===== src/rtl/core/tkcl_pkg.sv =====
// Package for the touch keypad code lock: sizes, key classes and the
// channel-to-key decode. Depends on nothing; used by the interfaces and the top level.
package tkcl_pkg;

	// Number of digits in a complete entry.
	localparam int PASSWORD_LEN = 6;
	// Digits held by the stored-code register, one per nibble.
	localparam int CODE_DIGITS  = 6;
	localparam int CODE_W       = 4 * CODE_DIGITS;
	localparam int DIGIT_W      = 4;
	localparam int STATUS_W     = 8;
	// Entry count runs from zero up to PASSWORD_LEN inclusive.
	localparam int CNT_W        = (PASSWORD_LEN > 1) ? $clog2(PASSWORD_LEN + 1) : 1;
	// Slot index into the entered digits.
	localparam int IDX_W        = (PASSWORD_LEN > 1) ? $clog2(PASSWORD_LEN) : 1;
	// Channels that are looked at, from 1 upwards.
	localparam int NUM_CHAN     = 14;
	localparam logic [1:0] FIELD_PRESSED = 2'b11;

	typedef enum logic [1:0] {
		KEY_NONE  = 2'd0,
		KEY_DIGIT = 2'd1,
		KEY_CLEAR = 2'd2,
		KEY_ENTER = 2'd3
	} key_kind_t;

	typedef struct packed {
		key_kind_t           kind;
		logic [DIGIT_W-1:0]  digit;
	} key_t;

	// Fixed keypad layout: channel number to key.
	function automatic key_t chan_key(input logic [3:0] chan);
		key_t k;
		k.kind  = KEY_DIGIT;
		k.digit = '0;
		unique case (chan)
			4'd2:    k.digit = 4'd5;
			4'd3:    k.digit = 4'd2;
			4'd4:    k.digit = 4'd8;
			4'd5:    k.digit = 4'd3;
			4'd6:    k.digit = 4'd6;
			4'd7:    k.digit = 4'd9;
			4'd8:    k.kind  = KEY_ENTER;
			4'd9:    k.digit = 4'd0;
			4'd10:   k.kind  = KEY_CLEAR;
			4'd11:   k.digit = 4'd7;
			4'd12:   k.digit = 4'd4;
			4'd13:   k.digit = 4'd1;
			default: k.kind  = KEY_NONE;
		endcase
		return k;
	endfunction

	// Lowest pressed channel among 1 to 14 selects the key; none gives KEY_NONE.
	function automatic key_t decode_key(
		input logic [STATUS_W-1:0] b0,
		input logic [STATUS_W-1:0] b1,
		input logic [STATUS_W-1:0] b2,
		input logic [STATUS_W-1:0] b3
	);
		logic [4*STATUS_W-1:0] fields;
		logic [3:0]            chan;
		fields = {b3, b2, b1, b0};
		chan   = 4'd0;
		for (int c = NUM_CHAN; c >= 1; c--) begin
			if (fields[2*(c-1) +: 2] == FIELD_PRESSED) begin
				chan = 4'(c);
			end
		end
		return chan_key(chan);
	endfunction

endpackage


===== src/rtl/core/tkcl_if.sv =====
// Handshake interfaces for the touch keypad code lock: touch events in, verdicts out.
// Depends on tkcl_pkg for the field widths.
interface tkcl_event_if;
	logic                           valid;
	logic                           ready;
	logic [tkcl_pkg::STATUS_W-1:0]  status_byte_0;
	logic [tkcl_pkg::STATUS_W-1:0]  status_byte_1;
	logic [tkcl_pkg::STATUS_W-1:0]  status_byte_2;
	logic [tkcl_pkg::STATUS_W-1:0]  status_byte_3;

	modport source (
		output valid, status_byte_0, status_byte_1, status_byte_2, status_byte_3,
		input  ready
	);
	modport sink (
		input  valid, status_byte_0, status_byte_1, status_byte_2, status_byte_3,
		output ready
	);
endinterface

interface tkcl_result_if;
	logic valid;
	logic ready;
	logic code_matched;

	modport source (output valid, code_matched, input ready);
	modport sink   (input valid, code_matched, output ready);
endinterface


===== src/rtl/core/touch_keypad_code_lock_unit.sv =====
// Top level of the touch keypad code lock: event register, key decode, entry
// state and verdict register. Depends on tkcl_pkg and the interfaces in tkcl_if.sv.
//
// Usage:
// - evt carries one touch event per transaction: four channel status bytes.
// - res carries one verdict per complete entry confirmed by the enter key:
//   code_matched is 1 when the entry equals stored_code, 0 otherwise.
// - cfg_we/cfg_wdata write stored_code (first digit in the low nibble); write
//   it only while no event is in flight.
// - A verdict is offered on res from the verdict register, after its event has
//   passed the event register; events that give no verdict leave no trace on res.
// - Throughput: one event per cycle while no verdict waits on a stalled res, set
//   by the single event register feeding the entry logic and the verdict register.
// - When res stalls, a waiting verdict holds; events that give no verdict keep
//   flowing, and an enter with a full entry waits in the event register.
// - Reset empties the entry, clears both valid flags and sets stored_code to 0.
module touch_keypad_code_lock_unit (
	input  logic                          clk,
	input  logic                          arst_n,
	tkcl_event_if.sink                    evt,
	tkcl_result_if.source                 res,
	input  logic                          cfg_we,
	input  logic [tkcl_pkg::CODE_W-1:0]   cfg_wdata
);

	logic                              valid_s1;
	logic [tkcl_pkg::STATUS_W-1:0]     byte0_s1;
	logic [tkcl_pkg::STATUS_W-1:0]     byte1_s1;
	logic [tkcl_pkg::STATUS_W-1:0]     byte2_s1;
	logic [tkcl_pkg::STATUS_W-1:0]     byte3_s1;

	logic [tkcl_pkg::CODE_W-1:0]       stored_code_q;
	logic [tkcl_pkg::DIGIT_W-1:0]      digits_q [tkcl_pkg::PASSWORD_LEN];
	logic [tkcl_pkg::CNT_W-1:0]        count_q;
	logic                              res_valid_q;
	logic                              matched_q;

	tkcl_pkg::key_t                    key_s1;
	logic                              full;
	logic                              wants_res;
	logic                              out_free;
	logic                              advance;
	logic                              match;

	// Event register: takes a new transaction when it is empty or the held one moves on.
	assign evt.ready = !valid_s1 || advance;

	always_ff @(posedge clk or negedge arst_n) begin
		if (!arst_n) begin
			valid_s1 <= 1'b0;
		end else if (evt.ready) begin
			valid_s1 <= evt.valid;
		end
	end

	always_ff @(posedge clk) begin
		if (evt.valid && evt.ready) begin
			byte0_s1 <= evt.status_byte_0;
			byte1_s1 <= evt.status_byte_1;
			byte2_s1 <= evt.status_byte_2;
			byte3_s1 <= evt.status_byte_3;
		end
	end

	// Key decode and the hand-off condition for the held event.
	always_comb begin
		key_s1    = tkcl_pkg::decode_key(byte0_s1, byte1_s1, byte2_s1, byte3_s1);
		full      = (count_q == tkcl_pkg::CNT_W'(tkcl_pkg::PASSWORD_LEN));
		wants_res = (key_s1.kind == tkcl_pkg::KEY_ENTER) && full;
		out_free  = !res_valid_q || res.ready;
		advance   = valid_s1 && (!wants_res || out_free);
	end

	// Compare the complete entry with the stored code; digits past the register read as zero.
	always_comb begin
		match = 1'b1;
		for (int k = 0; k < tkcl_pkg::PASSWORD_LEN; k++) begin
			if (k < tkcl_pkg::CODE_DIGITS) begin
				if (digits_q[k] != stored_code_q[(4*k) % tkcl_pkg::CODE_W +: 4]) begin
					match = 1'b0;
				end
			end else if (digits_q[k] != '0) begin
				match = 1'b0;
			end
		end
	end

	// Stored code register.
	always_ff @(posedge clk or negedge arst_n) begin
		if (!arst_n) begin
			stored_code_q <= '0;
		end else if (cfg_we) begin
			stored_code_q <= cfg_wdata;
		end
	end

	// Entry count: append, clear and enter all act when the event moves on.
	always_ff @(posedge clk or negedge arst_n) begin
		if (!arst_n) begin
			count_q <= '0;
		end else if (advance) begin
			unique case (key_s1.kind)
				tkcl_pkg::KEY_DIGIT: begin
					if (!full) begin
						count_q <= count_q + 1'b1;
					end
				end
				tkcl_pkg::KEY_CLEAR,
				tkcl_pkg::KEY_ENTER: count_q <= '0;
				default: ;
			endcase
		end
	end

	// Entered digits: written at the slot the count points to.
	always_ff @(posedge clk) begin
		if (advance && key_s1.kind == tkcl_pkg::KEY_DIGIT && !full) begin
			digits_q[count_q[tkcl_pkg::IDX_W-1:0]] <= key_s1.digit;
		end
	end

	// Verdict register: holds until the receiver takes the transaction.
	always_ff @(posedge clk or negedge arst_n) begin
		if (!arst_n) begin
			res_valid_q <= 1'b0;
		end else if (advance && wants_res) begin
			res_valid_q <= 1'b1;
		end else if (res.ready) begin
			res_valid_q <= 1'b0;
		end
	end

	always_ff @(posedge clk) begin
		if (advance && wants_res) begin
			matched_q <= match;
		end
	end

	assign res.valid        = res_valid_q;
	assign res.code_matched = matched_q;

`ifndef SYNTHESIS
	// Clear and enter both leave an empty entry.
	a_empty_after_clear_or_enter: assert property (@(posedge clk) disable iff (!arst_n)
		advance && (key_s1.kind == tkcl_pkg::KEY_CLEAR || key_s1.kind == tkcl_pkg::KEY_ENTER)
		|=> count_q == '0)
		else $error("entry not emptied after clear or enter");

	// A digit on a partial entry grows the count by exactly one.
	a_digit_appends: assert property (@(posedge clk) disable iff (!arst_n)
		advance && key_s1.kind == tkcl_pkg::KEY_DIGIT && !full
		|=> count_q == $past(count_q) + 1'b1)
		else $error("digit not appended");

	// The count never passes the entry length.
	a_count_bound: assert property (@(posedge clk) disable iff (!arst_n)
		count_q <= tkcl_pkg::CNT_W'(tkcl_pkg::PASSWORD_LEN))
		else $error("entry count out of range");

	// A waiting verdict is never overwritten by a new one.
	a_no_overwrite: assert property (@(posedge clk) disable iff (!arst_n)
		res_valid_q && !res.ready |-> !(advance && wants_res))
		else $error("verdict overwritten while stalled");
`endif

endmodule

===== src/flat_wrapper.sv =====
// flat-port wrapper written by rule: the top's interface ports become plain ports
module touch_keypad_code_lock_unit_flat 
  (clk, arst_n, cfg_we, cfg_wdata, evt_valid, evt_status_byte_0, evt_status_byte_1, evt_status_byte_2, evt_status_byte_3, evt_ready, res_valid, res_code_matched, res_ready);
  tkcl_event_if evt_i ();
  tkcl_result_if res_i ();
  input  logic clk;
  input  logic arst_n;
  input  logic cfg_we;
  input  logic [tkcl_pkg::CODE_W-1:0] cfg_wdata;
  input wire logic [$bits(evt_i.valid)-1:0] evt_valid;
  input wire logic [$bits(evt_i.status_byte_0)-1:0] evt_status_byte_0;
  input wire logic [$bits(evt_i.status_byte_1)-1:0] evt_status_byte_1;
  input wire logic [$bits(evt_i.status_byte_2)-1:0] evt_status_byte_2;
  input wire logic [$bits(evt_i.status_byte_3)-1:0] evt_status_byte_3;
  output wire logic [$bits(evt_i.ready)-1:0] evt_ready;
  output wire logic [$bits(res_i.valid)-1:0] res_valid;
  output wire logic [$bits(res_i.code_matched)-1:0] res_code_matched;
  input wire logic [$bits(res_i.ready)-1:0] res_ready;
  assign evt_i.valid = evt_valid;
  assign evt_i.status_byte_0 = evt_status_byte_0;
  assign evt_i.status_byte_1 = evt_status_byte_1;
  assign evt_i.status_byte_2 = evt_status_byte_2;
  assign evt_i.status_byte_3 = evt_status_byte_3;
  assign evt_ready = evt_i.ready;
  assign res_valid = res_i.valid;
  assign res_code_matched = res_i.code_matched;
  assign res_i.ready = res_ready;
  touch_keypad_code_lock_unit u_core (.clk(clk), .arst_n(arst_n), .evt(evt_i), .res(res_i), .cfg_we(cfg_we), .cfg_wdata(cfg_wdata));
endmodule

===== config.mk =====
export PLATFORM = sky130hd
export DESIGN_NAME = touch_keypad_code_lock_unit_flat
export DESIGN_NICKNAME = d
export VERILOG_FILES = /design/src/rtl/core/tkcl_pkg.sv /design/src/rtl/core/tkcl_if.sv /design/src/rtl/core/touch_keypad_code_lock_unit.sv /design/src/flat_wrapper.sv
export SDC_FILE = /design/constraint.sdc
export NUM_CORES = 1
export LEC_CHECK = 0
export ABC_AREA = 1
export BUFFER_PORTS_ARGS = -buffer_cell sky130_fd_sc_hd__clkbuf_2
export CAP_MARGIN = 15
export CORE_UTILIZATION = 35
export DETAILED_ROUTE_END_ITERATION = 12
export PLACE_DENSITY = 0.55
export SETUP_SLACK_MARGIN = 0.05
export SLEW_MARGIN = 20
export SYNTH_ARGS = -nofsm -noshare
export SYNTH_HDL_FRONTEND = slang
export SYNTH_SLANG_ARGS = --single-unit

===== constraint.sdc =====
create_clock -name clk -period 2.8 [get_ports clk]
set_clock_uncertainty 0.1 [all_clocks]
set_input_delay 0.28 -clock clk [delete_from_list [all_inputs] [get_ports clk]]
set_output_delay 0.28 -clock clk [all_outputs]
set_load 0.005 [all_outputs]

==> flow_metrics.env, run 1 <==
export IMPL_combinationalPowerShare=0.172
export IMPL_finalSetupViolCount=0
export IMPL_antenna_found_initial=0
export IMPL_grt_max_degree=30
export IMPL_dieHeight_um=103.2
export IMPL_r2r_end="u_core.digits_q[2][3]$_DFFE_PP_"
export IMPL_p_leak_nw=1.915
export IMPL_hold_viol=0
export IMPL_setup_worst_path_start="u_core.byte0_s1[6]$_DFFE_PP_"
export IMPL_final_util=0.4619
export IMPL_syn2layout_area_growth_pct=27.21
export IMPL_critPathKind="register to primary output"
export IMPL_worstSetupPathDepth=10
export IMPL_worstSkewPairLatency_ns=0.35
export IMPL_nets=442
export IMPL_via_per_inst=4.358
export IMPL_layout_commonest_cell="clkbuf_2"
export IMPL_grtUsageTotal=0.1225
export IMPL_cp_buffers_inverters=2
export IMPL_critPathMaxStageDelay_ns=0.40
export IMPL_power_density_nw_per_um2=669.2
export IMPL_crit_end="evt_ready"
export IMPL_startpoint_type="register"
export IMPL_synthesis_nets=346
export IMPL_tightest_slew_ns=0.7496
export IMPL_gp_congestion=0.7330
export IMPL_ys_warn_count=0
export IMPL_rsz0062_at_grt="false"
export IMPL_fin_area_um2=4557
export IMPL_final_cell_mix="clkbuf_2 (59), edfxtp_1 (53), nand2_1 (50)"
export IMPL_yosysTopAreaCellShare=0.4443
export IMPL_rows=36
export IMPL_final_cells=517
export IMPL_timing_final_crit_period_ns=2.391
export IMPL_cts_buffer_depth=2
export IMPL_cts_resized_gates=0
export IMPL_fin_crit_sh=0.8540
export IMPL_nFillCells=905
export IMPL_tns_ns=0
export IMPL_synth_distinct_cells=31
export IMPL_syn_mean_instance_area_um2=12.66
export IMPL_r2r_start="u_core.byte2_s1[3]$_DFFE_PP_"
export IMPL_cts_buffers=9
export IMPL_p_int_w=0.002262
export IMPL_ys_ff_latch=82
export IMPL_core_area_um2=9864
export IMPL_vdd_ir_drop_max_mv=0.2716
export IMPL_ios=64
export IMPL_drive_gt1_frac=0.3802
export IMPL_synth_edf_count=53
export IMPL_p_seq_frac=0.498
export IMPL_diodes=0
export IMPL_hp_class="primary input to register"
export IMPL_detail_route_first_pass_iterations=4
export IMPL_synthTopCellsByArea="edfxtp_1 (44%), dfrtp_1 (20%), mux2_2 (6.3%)"
export IMPL_fp_dieArea_um2=10640
export IMPL_ant_nets=0
export IMPL_switching_share=0.2583
export IMPL_die_x_um=103.2
export IMPL_reg2reg_depth=13
export IMPL_cts_max_level=3
export IMPL_num_vias=2253
export IMPL_placedCellCount=477
export IMPL_pwr_share_clk=0.329
export IMPL_r2r_setup_slack_ns=0.47
export IMPL_place_hpwl_um=4229
export IMPL_cpLargestDelayFamily="simple AND/OR/NAND/NOR gates"
export IMPL_drc_errors=0
export IMPL_cts_setup_buffers=0
export IMPL_placedInstanceArea_um2=4071
export IMPL_setup_worst_path_end_class="primary output"
export IMPL_grt_overflow=0
export IMPL_slew_headroom=0.5003
export IMPL_cp_data_required_time_ns=2.42
export IMPL_grt_first_pass_wirelength_um=9715
export IMPL_worstPathMaxFanout=5
export IMPL_first_iter_violations=29
export IMPL_async_reset_ff_frac=0.3537
export IMPL_clk_pin_slew_worst_paths_ns=0.08
export IMPL_path_cells="nand2_2, nand2_2, nor2_4, a21boi_4, nor2_4, nor2_2, nand4_1, nor2_1, inv_1, clkbuf_2"
export IMPL_cts_tree="built"
export IMPL_cap_viol_max_count=0
export IMPL_drv_slew=0
export IMPL_status="finished, final reports clean"
export IMPL_arrival_ns=2.01
export IMPL_port_buffers=59
export IMPL_cts_root_buf="clkbuf_8"
export IMPL_grt_pass1_vias=2246
export IMPL_timing_hold_ws_ns=0.01807
export IMPL_fmax_mhz=418.2
export IMPL_start_util=0.3631
export IMPL_yosysTopAreaCell="edfxtp_1"
export IMPL_slowest_stage="edfxtp_1"
export IMPL_synth_area_um2=3582
export IMPL_ys_flop_type="edfxtp_1"
export IMPL_avgRoutedWirePerCell_um=11.24
export IMPL_synth_seq_area_share=0.6469
export IMPL_clkSinkCount=82
export IMPL_drt_wl_total_um=5811
export IMPL_synthCells=283
export IMPL_power_switching_w=0.0007875
[what timing repair did]
action / CTS / global route
hold buffers: 22 / 2
setup endpoints to repair: 0 / 0
endpoints found under the hold margin: 50 / 2
[how the worst min path moves through the flow]
stage | from | end | slack, ns | depth (start not counted)
floorplan | arst_n | u_core.count_q[0]$_DFFE_PN0P_ | -0.12 | 0
global placement | arst_n | u_core.stored_code_q[7]$_DFFE_PN0P_ | 0.28 | 1
detailed placement | arst_n | u_core.stored_code_q[7]$_DFFE_PN0P_ | 0.28 | 1
CTS | evt_status_byte_3[1] | u_core.byte3_s1[1]$_DFFE_PP_ | 0.00001 | 1
global route | evt_status_byte_3[2] | u_core.byte3_s1[2]$_DFFE_PP_ | 0.002 | 1
finish | evt_status_byte_3[2] | u_core.byte3_s1[2]$_DFFE_PP_ | 0.02 | 1
[power by group through the flow]
stage | logic, W | registers, W | clock network, W
4_1_cts | 0.000532 | 0.00152 | 0.00103
2_1_floorplan | 0.000376 | 0.00153 | 0
6_report | 0.000526 | 0.00152 | 0.00100
3_5_place_dp | 0.000506 | 0.00155 | 0
5_1_grt | 0.000601 | 0.00153 | 0.00108
3_3_place_gp | 0.000497 | 0.00155 | 0
[state kept, by name (all words and copies together), names as in the netlist]
signal	flops
u_core.byte0_s1	8
u_core.byte1_s1	8
u_core.byte2_s1	8
u_core.byte3_s1	4
u_core.count_q	3
u_core.digits_q	24
u_core.res.code_matched	1
u_core.res.valid	1
u_core.stored_code_q	24
u_core.valid_s1	1
[cells by family after synthesis]
logic type               share of synthesized area
flip-flops                                  0.6469
multiplexers                               0.06287
AO/OA/AOI/OAI                              0.02550
buffers and inverters                      0.03388
AND/OR/NAND/NOR                             0.1628
adder cells (fa/ha/maj)                   0.006985
XOR/XNOR                                   0.06112
[Yosys cell counts (8+ instances only)]
cell type	instances
dfrtp_1	29
edfxtp_1	53
inv_1	18
inv_2	8
mux2_2	20
nand2_1	50
nand2_2	19
nand4_1	10
nor2_1	9
xnor2_1	24
[final cells by class]
type / instances / area (um^2) / area share
sequential: 82 / 2317 / 0.5085
multi-input combinational: 170 / 1146 / 0.2515
timing repair buffer: 88 / 573.1 / 0.1258
tap: 133 / 166.4 / 0.03652
clock buffer: 11 / 162.7 / 0.03569
inverter: 28 / 108.9 / 0.02389
clock inverter: 5 / 82.58 / 0.01812
[per-stage QoR]
| stage | power [W] | setup slack [ns] |
|---|---|---|
| floorplan | 0.001905 | 0.4542 |
| global placement | 0.002044 | 0.4821 |
| detailed placement | 0.002055 | 0.4625 |
| CTS | 0.003085 | 0.3612 |
| global route | 0.003216 | 0.2193 |
| finish | 0.003049 | 0.4088 |
[metal layers]
layer	global-route usage	routed length, um	up-vias
met3	0.03729	231	6
met4	0.04550	66	0
li1	-	-	1147
met1	0.1314	2499	1048
met2	0.2262	3013	52
met5	0	0	-
Power figures use the tool's default switching activity.
==> inputs of run 2 (changes only) <==
--- a/config.mk
+++ b/config.mk
@@ -8,9 +8,9 @@
 export ABC_AREA = 1
 export BUFFER_PORTS_ARGS = -buffer_cell sky130_fd_sc_hd__clkbuf_2
 export CAP_MARGIN = 15
-export CORE_UTILIZATION = 35
+export CORE_UTILIZATION = 38
 export DETAILED_ROUTE_END_ITERATION = 12
-export PLACE_DENSITY = 0.55
+export PLACE_DENSITY = 0.59
 export SETUP_SLACK_MARGIN = 0.05
 export SLEW_MARGIN = 20
 export SYNTH_ARGS = -nofsm -noshare
==> run 2 against run 1 <==
Sequential cell count did not move. Power fell by 7.4%. First-iteration DRC count increased to 3.4 times the previous value. Hold slack improved by 0.013 ns. Fmax decreased by 1.1%. Via count increased by 0.22%. Wire length increased by 5.5%. Cell count decreased by 3.9%. Worst setup slack got worse by 0.026 ns.
==> flow_metrics.env, run 2 (synthesis results as in run 1) <==
export IMPL_setup_slack_ns=0.3827
export IMPL_p_int_w=0.002010
export IMPL_fp_dieArea_um2=9819
export IMPL_grt_max_degree=30
export IMPL_drv_slew=0
export IMPL_rows=35
export IMPL_detail_route_first_pass_iterations=4
export IMPL_cts_root_buf="clkbuf_8"
export IMPL_cts_buffer_depth=2
export IMPL_status="finished, final reports clean"
export IMPL_preCtsSetupSlack_ns=0.3854
export IMPL_final_cells=497
export IMPL_p_leak_nw=1.886
export IMPL_ios=64
export IMPL_drt_wl_total_um=6130
export IMPL_syn2layout_area_growth_pct=25.29
export IMPL_cts_setup_buffers=0
export IMPL_placedCellCount=452
export IMPL_tightest_slew_ns=0.7564
export IMPL_drc_errors=0
export IMPL_finalSetupViolCount=0
export IMPL_hold_viol=0
export IMPL_cts_buffers=9
export IMPL_start_util=0.3895
export IMPL_worstSkewPairLatency_ns=0.36
export IMPL_grt_first_pass_wirelength_um=10360
export IMPL_timing_final_crit_period_ns=2.417
export IMPL_first_iter_violations=100
export IMPL_port_buffers=59
export IMPL_clkSinkCount=82
export IMPL_final_cell_mix="clkbuf_2 (59), edfxtp_1 (53), nand2_1 (50)"
export IMPL_ant_nets=0
export IMPL_switching_share=0.2884
export IMPL_critPathKind="register to primary output"
export IMPL_cp_data_required_time_ns=2.42
export IMPL_cts_tree="built"
export IMPL_grt_overflow=0
export IMPL_core_area_um2=9196
export IMPL_nets=444
export IMPL_hp_class="primary input to register"
export IMPL_power_switching_w=0.0008147
export IMPL_combinationalPowerShare=0.187
export IMPL_fmax_mhz=413.7
export IMPL_cts_max_level=3
export IMPL_die_x_um=99.09
export IMPL_num_vias=2258
export IMPL_rsz0062_at_grt="false"
export IMPL_avgRoutedWirePerCell_um=12.33
export IMPL_clk_pin_slew_worst_paths_ns=0.09
export IMPL_drive_gt1_frac=0.3679
export IMPL_fin_crit_sh=0.8633
export IMPL_layout_commonest_cell="clkbuf_2"
export IMPL_startpoint_type="register"
export IMPL_cap_viol_max_count=0
export IMPL_r2r_setup_slack_ns=0.39
export IMPL_pwr_share_clk=0.274
export IMPL_slew_headroom=0.4957
export IMPL_vdd_ir_drop_max_mv=0.2321
export IMPL_p_seq_frac=0.539
export IMPL_grt_pass1_vias=2276
export IMPL_worstPathMaxFanout=5
export IMPL_grtUsageTotal=0.1409
export IMPL_via_per_inst=4.543
export IMPL_finalPower_w=0.002825
export IMPL_setup_worst_path_end_class="primary output"
export IMPL_gp_congestion=0.7478
export IMPL_power_density_nw_per_um2=629.5
export IMPL_diodes=0
export IMPL_tns_ns=0
export IMPL_place_hpwl_um=4341
export IMPL_dieHeight_um=99.09
export IMPL_final_util=0.4880
export IMPL_antenna_found_initial=0
export IMPL_arrival_ns=2.04
## run 2: power groups by stage
stage | clock network, W | registers (W) | logic, W
finish | 0.000773 | 0.00152 | 0.000528
global route | 0.000850 | 0.00154 | 0.000598
CTS | 0.000801 | 0.00152 | 0.000536
detailed placement | 0 | 0.00155 | 0.000502
global placement | 0 | 0.00155 | 0.000491
floorplan | 0 | 0.00153 | 0.000376
## run 2: worst paths after layout
kind,startpoint,to,cells past startpoint
worst max-delay path,u_core.byte2_s1[7]$_DFFE_PP_,evt_ready,11
worst min register to register,u_core.stored_code_q[6]$_DFFE_PN0P_,u_core.stored_code_q[6]$_DFFE_PN0P_,1
max in group asynchronous,arst_n,u_core.count_q[1]$_DFFE_PN0P_,2
worst min-delay path,cfg_wdata[19],u_core.stored_code_q[19]$_DFFE_PN0P_,3
worst max register to register,u_core.byte0_s1[0]$_DFFE_PP_,u_core.digits_q[5][0]$_DFFE_PP_,13
min in group asynchronous,arst_n,u_core.stored_code_q[11]$_DFFE_PN0P_,2
## run 2: area by class of cell
class                   instances  area (um^2)
well taps                     111        138.9
clock buffers                  10        127.6
inverters                      28        108.9
repair buffers                 90        600.6
clock inverters                 6        48.80
flip-flops and latches         82         2317
fillers                       824         4708
multi-input cells             170         1146
## run 2: stage by stage
step	instance area [um^2]	hold slack [ns]
after detailed placement	4021	0.3055
after floorplan	3585	-0.1156
after CTS	4488	0.01197
after global placement	4021	0.2911
final	4488	0.03148
after global routing	4488	0.01555
## run 2: repair_timing
item,4_1_cts,5_1_grt
hold endpoints to repair,57,0
resized for setup,0,0
hold buffers,29,0
## run 2: worst max-delay path, cell delays in order, from the launching register on
cell      delay (ns)
edfxtp_1        0.40
nand2_2         0.10
nand2_2         0.06
a21oi_2         0.14
inv_2           0.06
a21boi_4        0.14
nor2_4          0.06
nor2_2          0.18
nand4_1         0.15
nor2_1          0.18
inv_1           0.08
clkbuf_2        0.12
## run 2: per-layer routing
metal / vias up / GRT usage / part of all wire
li1: 1154 / - / -
met1: 1044 / 0.1629 / 0.44
met2: 50 / 0.2394 / 0.49
met3: 10 / 0.05060 / 0.047
met4: 0 / 0.05656 / 0.019
met5: - / 0 / 0
